## src/klp_pkg.sv

```systemverilog
// Shared types and constants for the key long-press detector.
// Used by klp_mul, klp_speed, key_long_press_detector and klp_checker.
// No dependencies.
package klp_pkg;

  // field widths
  localparam int DT_W     = 20;
  localparam int POS_W    = 12;
  localparam int HOLD_W   = 24;
  localparam int CMS_W    = 14;
  localparam int EDGE_W   = 13;
  localparam int MIN_DT_W = 10;
  localparam int DEF_DT_W = 20;

  // shared multiplier and comparison widths
  localparam int MUL_A_W = 34;   // cancel_speed * dt_eff fits here
  localparam int MUL_B_W = 30;   // 10^9 fits here
  localparam int PROD_W  = MUL_A_W + MUL_B_W;
  localparam int RHS_W   = CMS_W + DEF_DT_W + EDGE_W;
  localparam int LHS_W   = POS_W + MUL_B_W;

  localparam logic [MUL_B_W-1:0] NS_PER_S = 30'd1000000000;

  // stream and register port widths
  localparam int IN_W   = 72;
  localparam int OUT_W  = 8;
  localparam int CLS_W  = 3;
  localparam int ADDR_W = 5;
  localparam int DATA_W = 32;

  // register reset values
  localparam logic [HOLD_W-1:0]   HOLD_RST   = 24'd400000;
  localparam logic [CMS_W-1:0]    CMS_RST    = 14'd700;
  localparam logic [EDGE_W-1:0]   SW_RST     = 13'd800;
  localparam logic [EDGE_W-1:0]   SH_RST     = 13'd600;
  localparam logic [MIN_DT_W-1:0] MIN_DT_RST = 10'd10;
  localparam logic [DEF_DT_W-1:0] DEF_DT_RST = 20'd16000;

  typedef enum logic [CLS_W-1:0] {
    CLS_RELEASED,
    CLS_JUST_PRESSED,
    CLS_PRESSING,
    CLS_JUST_HELD,
    CLS_HOLDING,
    CLS_CANCELLED,
    CLS_HOLD_RELEASED,
    CLS_JUST_RELEASED
  } press_class_t;

  typedef enum logic [2:0] {
    REG_HOLD_TIME,
    REG_CANCEL_SPEED,
    REG_SCREEN_W,
    REG_SCREEN_H,
    REG_MIN_DT,
    REG_DEFAULT_DT
  } reg_idx_t;

  // input item, first field in the highest bits
  typedef struct packed {
    logic             ignore_set;
    logic             last_pointer_valid;
    logic [POS_W-1:0] last_pointer_y;
    logic [POS_W-1:0] last_pointer_x;
    logic             pointer_valid;
    logic [POS_W-1:0] pointer_y;
    logic [POS_W-1:0] pointer_x;
    logic [DT_W-1:0]  delta_time;
    logic             pressed;
  } item_t;

  typedef struct packed {
    logic [CMS_W-1:0]    cancel_speed;
    logic [EDGE_W-1:0]   screen_w;
    logic [EDGE_W-1:0]   screen_h;
    logic [MIN_DT_W-1:0] min_dt;
    logic [DEF_DT_W-1:0] default_dt;
  } spd_cfg_t;

  typedef struct packed {
    logic             start;
    logic             both_valid;
    logic [DT_W-1:0]  dt;
    logic [POS_W-1:0] px;
    logic [POS_W-1:0] py;
    logic [POS_W-1:0] lx;
    logic [POS_W-1:0] ly;
  } spd_req_t;

  typedef struct packed {
    logic done;
    logic too_fast;
  } spd_rsp_t;

endpackage

```

## src/klp_mul.sv

```systemverilog
// Shared unsigned multiplier with a registered product.
// Depends on klp_pkg for operand widths.
module klp_mul (
  input  logic                         clk,
  input  logic                         en,
  input  logic [klp_pkg::MUL_A_W-1:0]  a,
  input  logic [klp_pkg::MUL_B_W-1:0]  b,
  output logic [klp_pkg::PROD_W-1:0]   prod_r
);

  logic [klp_pkg::PROD_W-1:0] prod_nxt;

  assign prod_nxt = klp_pkg::PROD_W'(a) * klp_pkg::PROD_W'(b);

  // product register, loaded when the sequencer issues a step
  always_ff @(posedge clk) begin
    if (en) begin
      prod_r <= prod_nxt;
    end
  end

endmodule

```

## src/klp_speed.sv

```systemverilog
// Drag speed check: a small sequencer runs three products through klp_mul
// and compares max(|dx|,|dy|)*10^9 against cancel_speed*dt_eff*edge.
// Depends on klp_pkg and klp_mul.
module klp_speed (
  input  logic                clk,
  input  logic                rst_n,
  input  klp_pkg::spd_cfg_t   cfg,
  input  klp_pkg::spd_req_t   req,
  output klp_pkg::spd_rsp_t   rsp
);

  localparam int AW   = klp_pkg::MUL_A_W;
  localparam int BW   = klp_pkg::MUL_B_W;
  localparam int RW   = klp_pkg::RHS_W;
  localparam int LW   = klp_pkg::LHS_W;
  localparam int PW   = klp_pkg::POS_W;
  localparam int DW   = klp_pkg::DT_W;
  localparam int EW   = klp_pkg::EDGE_W;

  typedef enum logic [2:0] {S_IDLE, S_M1, S_M2, S_M3, S_CMP} state_t;

  state_t          state_r, state_nxt;
  logic [PW-1:0]   dist_r;
  logic [DW-1:0]   dtef_r;
  logic [EW-1:0]   edge_r;
  logic            valid_r;
  logic [RW-1:0]   rhs_r;

  logic [PW-1:0]   dx, dy, dist_px;
  logic [DW-1:0]   dt_eff;
  logic [EW-1:0]   edge_px;
  logic            mul_en;
  logic [AW-1:0]   mul_a;
  logic [BW-1:0]   mul_b;
  logic [klp_pkg::PROD_W-1:0] prod_r;

  // operand preparation for a new request
  always_comb begin
    dx      = (req.px >= req.lx) ? req.px - req.lx : req.lx - req.px;
    dy      = (req.py >= req.ly) ? req.py - req.ly : req.ly - req.py;
    dist_px = (dx > dy) ? dx : dy;
    dt_eff  = (req.dt > DW'(cfg.min_dt)) ? req.dt : cfg.default_dt;
    edge_px = (cfg.screen_w > cfg.screen_h) ? cfg.screen_w : cfg.screen_h;
  end

  // operand select for the shared multiplier
  always_comb begin
    mul_en = 1'b0;
    mul_a  = '0;
    mul_b  = '0;
    case (state_r)
      S_M1: begin
        mul_en = 1'b1;
        mul_a  = AW'(cfg.cancel_speed);
        mul_b  = BW'(dtef_r);
      end
      S_M2: begin
        mul_en = 1'b1;
        mul_a  = prod_r[AW-1:0];
        mul_b  = BW'(edge_r);
      end
      S_M3: begin
        mul_en = 1'b1;
        mul_a  = AW'(dist_r);
        mul_b  = klp_pkg::NS_PER_S;
      end
      default: begin
        mul_en = 1'b0;
      end
    endcase
  end

  // step sequence
  always_comb begin
    state_nxt = state_r;
    case (state_r)
      S_IDLE:  if (req.start) state_nxt = S_M1;
      S_M1:    state_nxt = S_M2;
      S_M2:    state_nxt = S_M3;
      S_M3:    state_nxt = S_CMP;
      S_CMP:   state_nxt = S_IDLE;
      default: state_nxt = S_IDLE;
    endcase
  end

  always_ff @(posedge clk) begin
    if (!rst_n) begin
      state_r <= S_IDLE;
    end else begin
      state_r <= state_nxt;
    end
  end

  // operand and limit registers
  always_ff @(posedge clk) begin
    if (state_r == S_IDLE && req.start) begin
      dist_r  <= dist_px;
      dtef_r  <= dt_eff;
      edge_r  <= edge_px;
      valid_r <= req.both_valid;
    end
    if (state_r == S_M3) begin
      rhs_r <= prod_r[RW-1:0];
    end
  end

  klp_mul u_mul (
    .clk    (clk),
    .en     (mul_en),
    .a      (mul_a),
    .b      (mul_b),
    .prod_r (prod_r)
  );

  // the product register holds dist*10^9 during the compare step
  assign rsp.done     = (state_r == S_CMP);
  assign rsp.too_fast = valid_r && (RW'(prod_r[LW-1:0]) > rhs_r);

endmodule

```

## src/key_long_press_detector.sv

```systemverilog
// Top level of the key long-press detector: register port, press state
// machine and result register. Depends on klp_pkg and klp_speed.
//
//  port group | dir | content
//  in_*       | in  | one frame tick: key level, dt, pointer positions, ignore
//  out_*      | out | press class of that tick
//  cfg_*      | in  | register writes and reads, six registers at 4*i
//
// A request passes from acceptance to a valid result through a start step, the
// speed unit's three products on its single multiplier and its compare, and a
// classify step into the result register. in_tready is high only while idle,
// so a new request is taken only after the previous one is classified; a
// result waiting on out_tready does not block the next request, only its
// classification step. rst_n is synchronous and restores all registers to
// their defaults and clears the press state.
module key_long_press_detector #(
  parameter int TIMER_BITS = 32
) (
  input  logic                         clk,
  input  logic                         rst_n,
  // [0] pressed, [20:1] delta_time, [32:21] pointer_x, [44:33] pointer_y,
  // [45] pointer_valid, [57:46] last_pointer_x, [69:58] last_pointer_y,
  // [70] last_pointer_valid, [71] ignore_set
  input  logic                         in_tvalid,
  output logic                         in_tready,
  input  logic [klp_pkg::IN_W-1:0]     in_tdata,
  // [2:0] press_class, [7:3] zero
  output logic                         out_tvalid,
  input  logic                         out_tready,
  output logic [klp_pkg::OUT_W-1:0]    out_tdata,
  input  logic                         cfg_psel,
  input  logic                         cfg_penable,
  input  logic                         cfg_pwrite,
  input  logic [klp_pkg::ADDR_W-1:0]   cfg_paddr,
  input  logic [klp_pkg::DATA_W-1:0]   cfg_pwdata,
  output logic [klp_pkg::DATA_W-1:0]   cfg_prdata,
  output logic                         cfg_pready
);

  localparam int TB = TIMER_BITS;
  localparam int DW = klp_pkg::DATA_W;

  typedef enum logic [1:0] {S_IDLE, S_KICK, S_WAIT, S_OUT} state_t;

  state_t                          state_r, state_nxt;
  klp_pkg::item_t                  item_r;
  logic                            fast_r;
  klp_pkg::press_class_t           cls_r, cls_nxt;
  logic                            out_valid_r, out_valid_nxt;
  logic                            was_pressed_r, was_pressed_nxt;
  logic                            hold_cancel_r, hold_cancel_nxt;
  logic                            ignore_r, ignore_nxt;
  logic [TB-1:0]                   timer_r, timer_nxt;

  logic [klp_pkg::HOLD_W-1:0]      hold_r;
  logic [klp_pkg::CMS_W-1:0]       cms_r;
  logic [klp_pkg::EDGE_W-1:0]      sw_r;
  logic [klp_pkg::EDGE_W-1:0]      sh_r;
  logic [klp_pkg::MIN_DT_W-1:0]    min_dt_r;
  logic [klp_pkg::DEF_DT_W-1:0]    def_dt_r;

  logic                            in_acc;
  logic                            cfg_wr;
  klp_pkg::reg_idx_t               reg_idx;
  logic                            commit;
  klp_pkg::spd_cfg_t               spd_cfg;
  klp_pkg::spd_req_t               spd_req;
  klp_pkg::spd_rsp_t               spd_rsp;

  logic [TB-1:0]                   hold_ext;
  logic [TB:0]                     timer_sum;
  logic [TB-1:0]                   timer_sat;
  logic                            held_old;

  assign in_tready  = (state_r == S_IDLE);
  assign in_acc     = in_tvalid && in_tready;
  assign out_tvalid = out_valid_r;
  assign out_tdata  = klp_pkg::OUT_W'(cls_r);
  assign commit     = (state_r == S_OUT) && (!out_valid_r || out_tready);

  // register port
  assign cfg_pready = 1'b1;
  assign reg_idx    = klp_pkg::reg_idx_t'(cfg_paddr[klp_pkg::ADDR_W-1:2]);
  assign cfg_wr     = cfg_psel && cfg_penable && cfg_pwrite && cfg_pready;

  always_comb begin
    case (reg_idx)
      klp_pkg::REG_HOLD_TIME:    cfg_prdata = DW'(hold_r);
      klp_pkg::REG_CANCEL_SPEED: cfg_prdata = DW'(cms_r);
      klp_pkg::REG_SCREEN_W:     cfg_prdata = DW'(sw_r);
      klp_pkg::REG_SCREEN_H:     cfg_prdata = DW'(sh_r);
      klp_pkg::REG_MIN_DT:       cfg_prdata = DW'(min_dt_r);
      klp_pkg::REG_DEFAULT_DT:   cfg_prdata = DW'(def_dt_r);
      default:                   cfg_prdata = '0;
    endcase
  end

  always_ff @(posedge clk) begin
    if (!rst_n) begin
      hold_r   <= klp_pkg::HOLD_RST;
      cms_r    <= klp_pkg::CMS_RST;
      sw_r     <= klp_pkg::SW_RST;
      sh_r     <= klp_pkg::SH_RST;
      min_dt_r <= klp_pkg::MIN_DT_RST;
      def_dt_r <= klp_pkg::DEF_DT_RST;
    end else if (cfg_wr) begin
      case (reg_idx)
        klp_pkg::REG_HOLD_TIME:    hold_r   <= cfg_pwdata[klp_pkg::HOLD_W-1:0];
        klp_pkg::REG_CANCEL_SPEED: cms_r    <= cfg_pwdata[klp_pkg::CMS_W-1:0];
        klp_pkg::REG_SCREEN_W:     sw_r     <= cfg_pwdata[klp_pkg::EDGE_W-1:0];
        klp_pkg::REG_SCREEN_H:     sh_r     <= cfg_pwdata[klp_pkg::EDGE_W-1:0];
        klp_pkg::REG_MIN_DT:       min_dt_r <= cfg_pwdata[klp_pkg::MIN_DT_W-1:0];
        klp_pkg::REG_DEFAULT_DT:   def_dt_r <= cfg_pwdata[klp_pkg::DEF_DT_W-1:0];
        default: ;
      endcase
    end
  end

  // speed unit hookup
  assign spd_cfg.cancel_speed = cms_r;
  assign spd_cfg.screen_w     = sw_r;
  assign spd_cfg.screen_h     = sh_r;
  assign spd_cfg.min_dt       = min_dt_r;
  assign spd_cfg.default_dt   = def_dt_r;

  assign spd_req.start      = (state_r == S_KICK);
  assign spd_req.both_valid = item_r.pointer_valid && item_r.last_pointer_valid;
  assign spd_req.dt         = item_r.delta_time;
  assign spd_req.px         = item_r.pointer_x;
  assign spd_req.py         = item_r.pointer_y;
  assign spd_req.lx         = item_r.last_pointer_x;
  assign spd_req.ly         = item_r.last_pointer_y;

  klp_speed u_speed (
    .clk   (clk),
    .rst_n (rst_n),
    .cfg   (spd_cfg),
    .req   (spd_req),
    .rsp   (spd_rsp)
  );

  // saturating timer add
  assign hold_ext  = TB'(hold_r);
  assign timer_sum = {1'b0, timer_r} + (TB + 1)'(item_r.delta_time);
  assign timer_sat = timer_sum[TB] ? {TB{1'b1}} : timer_sum[TB-1:0];
  assign held_old  = (timer_r >= hold_ext);

  // press classification
  always_comb begin
    was_pressed_nxt = was_pressed_r;
    timer_nxt       = timer_r;
    cls_nxt         = klp_pkg::CLS_RELEASED;
    ignore_nxt      = ignore_r || item_r.ignore_set;
    hold_cancel_nxt = hold_cancel_r;
    if (!item_r.pressed) begin
      ignore_nxt      = 1'b0;
      hold_cancel_nxt = 1'b0;
    end
    if (!ignore_nxt) begin
      was_pressed_nxt = item_r.pressed;
      if (!item_r.pressed && !was_pressed_r) begin
        timer_nxt = '0;
        cls_nxt   = klp_pkg::CLS_RELEASED;
      end else if (item_r.pressed && !was_pressed_r) begin
        timer_nxt = '0;
        cls_nxt   = klp_pkg::CLS_JUST_PRESSED;
      end else if (item_r.pressed) begin
        if (fast_r && !hold_cancel_r) begin
          hold_cancel_nxt = 1'b1;
        end
        if (fast_r && !hold_cancel_r && held_old) begin
          cls_nxt = klp_pkg::CLS_CANCELLED;
        end else if (hold_cancel_nxt) begin
          cls_nxt = klp_pkg::CLS_PRESSING;
        end else begin
          timer_nxt = timer_sat;
          if (!held_old && timer_sat >= hold_ext) begin
            cls_nxt = klp_pkg::CLS_JUST_HELD;
          end else if (timer_sat >= hold_ext) begin
            cls_nxt = klp_pkg::CLS_HOLDING;
          end else begin
            cls_nxt = klp_pkg::CLS_PRESSING;
          end
        end
      end else begin
        cls_nxt = held_old ? klp_pkg::CLS_HOLD_RELEASED : klp_pkg::CLS_JUST_RELEASED;
      end
    end
  end

  // sequence: accept, start speed unit, wait for it, classify
  always_comb begin
    state_nxt = state_r;
    case (state_r)
      S_IDLE:  if (in_acc) state_nxt = S_KICK;
      S_KICK:  state_nxt = S_WAIT;
      S_WAIT:  if (spd_rsp.done) state_nxt = S_OUT;
      S_OUT:   if (commit) state_nxt = S_IDLE;
      default: state_nxt = S_IDLE;
    endcase
  end

  always_comb begin
    out_valid_nxt = out_valid_r;
    if (commit) begin
      out_valid_nxt = 1'b1;
    end else if (out_tready) begin
      out_valid_nxt = 1'b0;
    end
  end

  // control state, press state and result register
  always_ff @(posedge clk) begin
    if (!rst_n) begin
      state_r       <= S_IDLE;
      out_valid_r   <= 1'b0;
      cls_r         <= klp_pkg::CLS_RELEASED;
      was_pressed_r <= 1'b0;
      hold_cancel_r <= 1'b0;
      ignore_r      <= 1'b0;
      timer_r       <= '0;
    end else begin
      state_r     <= state_nxt;
      out_valid_r <= out_valid_nxt;
      if (commit) begin
        cls_r         <= cls_nxt;
        was_pressed_r <= was_pressed_nxt;
        hold_cancel_r <= hold_cancel_nxt;
        ignore_r      <= ignore_nxt;
        timer_r       <= timer_nxt;
      end
    end
  end

  // payload registers
  always_ff @(posedge clk) begin
    if (in_acc) begin
      item_r <= klp_pkg::item_t'(in_tdata);
    end
    if (state_r == S_WAIT && spd_rsp.done) begin
      fast_r <= spd_rsp.too_fast;
    end
  end

endmodule

```

## config.mk

```make
export PLATFORM = sky130hd
export DESIGN_NAME = key_long_press_detector
export DESIGN_NICKNAME = d
export VERILOG_FILES = /design/src/klp_pkg.sv /design/src/klp_mul.sv /design/src/klp_speed.sv /design/src/key_long_press_detector.sv
export SDC_FILE = /design/constraint.sdc
export NUM_CORES = 2
export LEC_CHECK = 0
export BUFFER_PORTS_ARGS = -buffer_cell sky130_fd_sc_hd__clkbuf_2
export CORE_ASPECT_RATIO = 1.1
export CORE_MARGIN = 2
export CORE_UTILIZATION = 25
export CTS_BUF_LIST = sky130_fd_sc_hd__clkbuf_4 sky130_fd_sc_hd__clkbuf_8
export DETAILED_ROUTE_END_ITERATION = 10
export PLACE_DENSITY = 0.35
export SETUP_SLACK_MARGIN = 0.4
export SYNTH_ARGS = -nofsm -noshare
export SYNTH_HDL_FRONTEND = slang
export SYNTH_SLANG_ARGS = --single-unit
```

## constraint.sdc

```tcl
create_clock -name clk -period 11.03 [get_ports clk]
set_input_delay 2.206 -clock clk [delete_from_list [all_inputs] [get_ports clk]]
set_output_delay 2.206 -clock clk [all_outputs]
set_load 0.01 [all_outputs]
```

==> summary.txt <==
Drt
  • DR WL/cell: 20.65 um
  • Number of DRC markers in iteration 0: 1928
  • Detailed Routing Iterations Pass 1: 8
  • DR vias: 32480
  • Post-DRT Antenna Nets: 0
  • Routed Wire Length: 151.2 mm
  • Vias per cell: 4.435
  • DRC Markers: 0

Power and ir drop
  • Power density cells: 296.9 mW/mm2
  • Maximum VDD drop: 395.9 uV
  • Power, Total: 14.76 mW
  • Leakage: 22.86 nW

Floorplan
  • # rows: 160
  • Full die area: 0.1778 mm2
  • Initial core utilization: 25.19%
  • Ports: 159
  • Die Y: 442.1 um
  • Die X: 402.2 um
  • Core area: 0.1732 mm2

Yosys
  • Main synth FF type: edfxtp_1
  • Post-synth cell types: 82
  • Synth warnings: 0
  • Syn Area/Cell: 9.339 um2
  • Seq/Total Area, Yosys: 21.00%
  • #FFs+latches synth: 351
  • Synth Instances: 4670
  • Share of flip-flops with an asynchronous set or reset: 0%
  • Post-synthesis instance area: 0.04361 mm2
  • EDFF count, synth: 213

Global route
  • Antenna violations before repair: 4
  • Met1 Track Usage GR: 23.60%
  • Largest net degree at the start of global routing: 78
  • First-pass GRT wire length: 228.0 mm
  • Met2 Use GR: 29.30%
  • Most Crowded Layer GR: met2
  • Remaining Overflow, GRT: 0
  • Vias in the first global route: 34470
  • Grt met3 use: 1.612%
  • GRT Total Usage: 17.32%

Clocking
  • Clock latency on the worst-skew pair: 0.78 ns
  • Post-CTS Setup Bufs: 0
  • Root buf cell: clkbuf_8
  • CTS Buffer Depth: 3
  • Sink Count: 351
  • Worst-path clk slew: 0.06 ns
  • Hold buffers post-CTS: 0
  • Clock H-tree levels: 3
  • CTS Buf Count: 76
  • CTS tree: yes
  • Post-CTS sizing: 0

Worst setup path
  • WP data arrival: 10.59 ns
  • Crit path kind: reg -> reg
  • Setup crit start kind: register
  • Worst path max stage delay: 0.71 ns
  • CP Capture Type: register
  • Slowest-stage cell, CP: a22o_1
  • CP most frequent cell: fa_1
  • Buf/Inv on CP: 8
  • CP top delay family: adder cells
  • Worst-path fanout max: 19
  • Worst Path Required: 11.51 ns

STA
  • Slew Limit Fails: 0
  • Final Hold Vio Count: 0
  • Final worst slack: 0.9144 ns
  • Skew final: 0.06345 ns
  • RSZ-0062 raised after global routing: no
  • Worst Tran Pin Value: 1.240 ns
  • Tmin final: 10.12 ns
  • Worst slew margin: 16.77%
  • Final setup fails: 0
  • Period utilisation layout: 91.71%
  • Setup TNS: 0 ns
  • Max Clock Freq: 98.86 MHz

Layout
  • Area of the multi-input gates: 0.03103 mm2
  • Layout net count: 6191
  • FF/Latch Area: 0.009159 mm2
  • Layout cells sized above 1: 9.141%
  • Layout Area Growth over Synthesis: 14.03%
  • Fillers: 18540

Outcome
  • Status: finished, final reports clean

Flow run
  • Max cap viols: 0

Placement
  • HPWL after detailed placement: 124.2 mm
  • DP Worst Slack: 0.9037 ns
  • Placer Congestion: 0.8286
  • Port buffer count: 134

Min path
  • Tightest Hold Check Type: reg -> reg
stage by stage:
stage / instances / hold WS [ns] / instance area, um2 / util (%)
after detailed placement: 7184 / 0.4083 / 48040 / 27.74
after floorplan: 4856 / 0.4003 / 44310 / -
after global placement: 7184 / 0.4049 / 48040 / 27.74
after CTS: 7322 / 0.4211 / 49730 / 28.72
final: 7323 / 0.4191 / 49730 / 28.72
after global routing: 7323 / 0.4413 / 49730 / 28.72
area by class of cell:
class / instances / share of cell area, %
multi-input cells: 3393 / 62.40
flip-flops and latches: 351 / 18.42
inverters: 931 / 7.029
well taps: 2268 / 5.706
repair buffers: 241 / 3.039
clock buffers: 110 / 2.780
clock inverters: 28 / 0.6189
diodes: 1 / 0.005032
layout by cell type, fill, tap and decap left out, drive strengths merged, types with 30 or more instances in the layout:
cell type and count:
nor2b 30, clkbuf 244, and2 38, nand4 36, buf 107, conb 188, dfxtp 138, xnor2 66
nand3 61, nor3 42, nor2 432, mux2i 34, a22oi 51, ha 392, mux2 36, nand2 560
a21oi 201, a21o 75, fa 689, edfxtp 213, inv 936, o21ai 125
worst reg2reg max path: cells and delay by family (launching register included):
kind | cells | cell delay [ns]
flip-flops | 1 | 0.32
AND/OR/NAND/NOR | 3 | 1.06
XOR/XNOR | 1 | 0.13
buffers and inverters | 8 | 1.10
adder cells (fa/ha/maj) | 9 | 4.30
AO/OA/AOI/OAI | 9 | 2.96
logic make-up (layout without fill, tap and decap cells):
| group | count (synthesis) | count (layout) | synth area share, % |
|---|---|---|---|
| AO/OA/AOI/OAI | 674 | 674 | 10.16 |
| XOR/XNOR | 94 | 94 | 1.905 |
| adder cells (fa/ha/maj) | 1081 | 1081 | 42.87 |
| buffers and inverters | 1112 | 1310 | 9.731 |
| flip-flops | 351 | 351 | 21.00 |
| multiplexers | 71 | 71 | 1.770 |
| other | 2 | 189 | 0.01722 |
| AND/OR/NAND/NOR | 1285 | 1285 | 12.54 |
flip-flops by register name, summed over array words and instances, names as in the netlist, 14 cells and up:
register / cells
item_r: 72
u_speed.rhs_r: 47
u_speed.u_mul.prod_r: 47
timer_r: 32
hold_r: 24
def_dt_r: 20
u_speed.dtef_r: 20
cms_r: 14
power breakdown:
part | switching [mW] | internal [mW]
Sequential | 0.291 | 2.09
Combinational | 6.68 | 4.06
Clock | 0.717 | 0.915
path summary, 6_finish.rpt:
| path | cells after the start | slack [ns] | to | startpoint |
|---|---|---|---|---|
| max | 30 | 0.91 | u_speed.u_mul.prod_r[43]$_DFFE_PP_ | u_speed.state_r[0]$_SDFFE_PN0P_ |
| min | 0 | 0.42 | u_speed.rhs_r[45]$_DFFE_PN_ | u_speed.u_mul.prod_r[45]$_DFFE_PP_ |
| max reg2reg | 30 | 0.91 | u_speed.u_mul.prod_r[43]$_DFFE_PP_ | u_speed.state_r[0]$_SDFFE_PN0P_ |
| min reg2reg | 0 | 0.42 | u_speed.rhs_r[45]$_DFFE_PN_ | u_speed.u_mul.prod_r[45]$_DFFE_PP_ |
synth_stat cells (all sizes together) (25+ instances only):
cell,n,area [um2]
inv,930,3491
fa,689,13790
nand2,560,2102
nor2,432,1622
ha,392,4905
edfxtp,213,6396
a21oi,201,1006
clkbuf,155,583.1
dfxtp,138,2763
o21ai,125,633.1
a21o,75,563.0
xnor2,66,585.6
nand3,61,305.3
a22oi,51,382.9
nor3,42,215.2
and2,38,237.7
mux2,36,409.1
nand4,36,225.2
mux2i,34,340.3
nor2b,30,187.7
o21a,28,210.2
xor2,28,245.2
buf,26,166.4
a211oi,25,222.7
metal layers:
metal | vias up | wire, um | share of wire, %
li1 | 15380 | - | -
met3 | 133 | 5000 | 3.3
met1 | 16390 | 69450 | 46
met5 | - | 0 | 0
met4 | 0 | 3503 | 2.3
met2 | 576 | 73280 | 48
(Power assumes the default switching activity.)
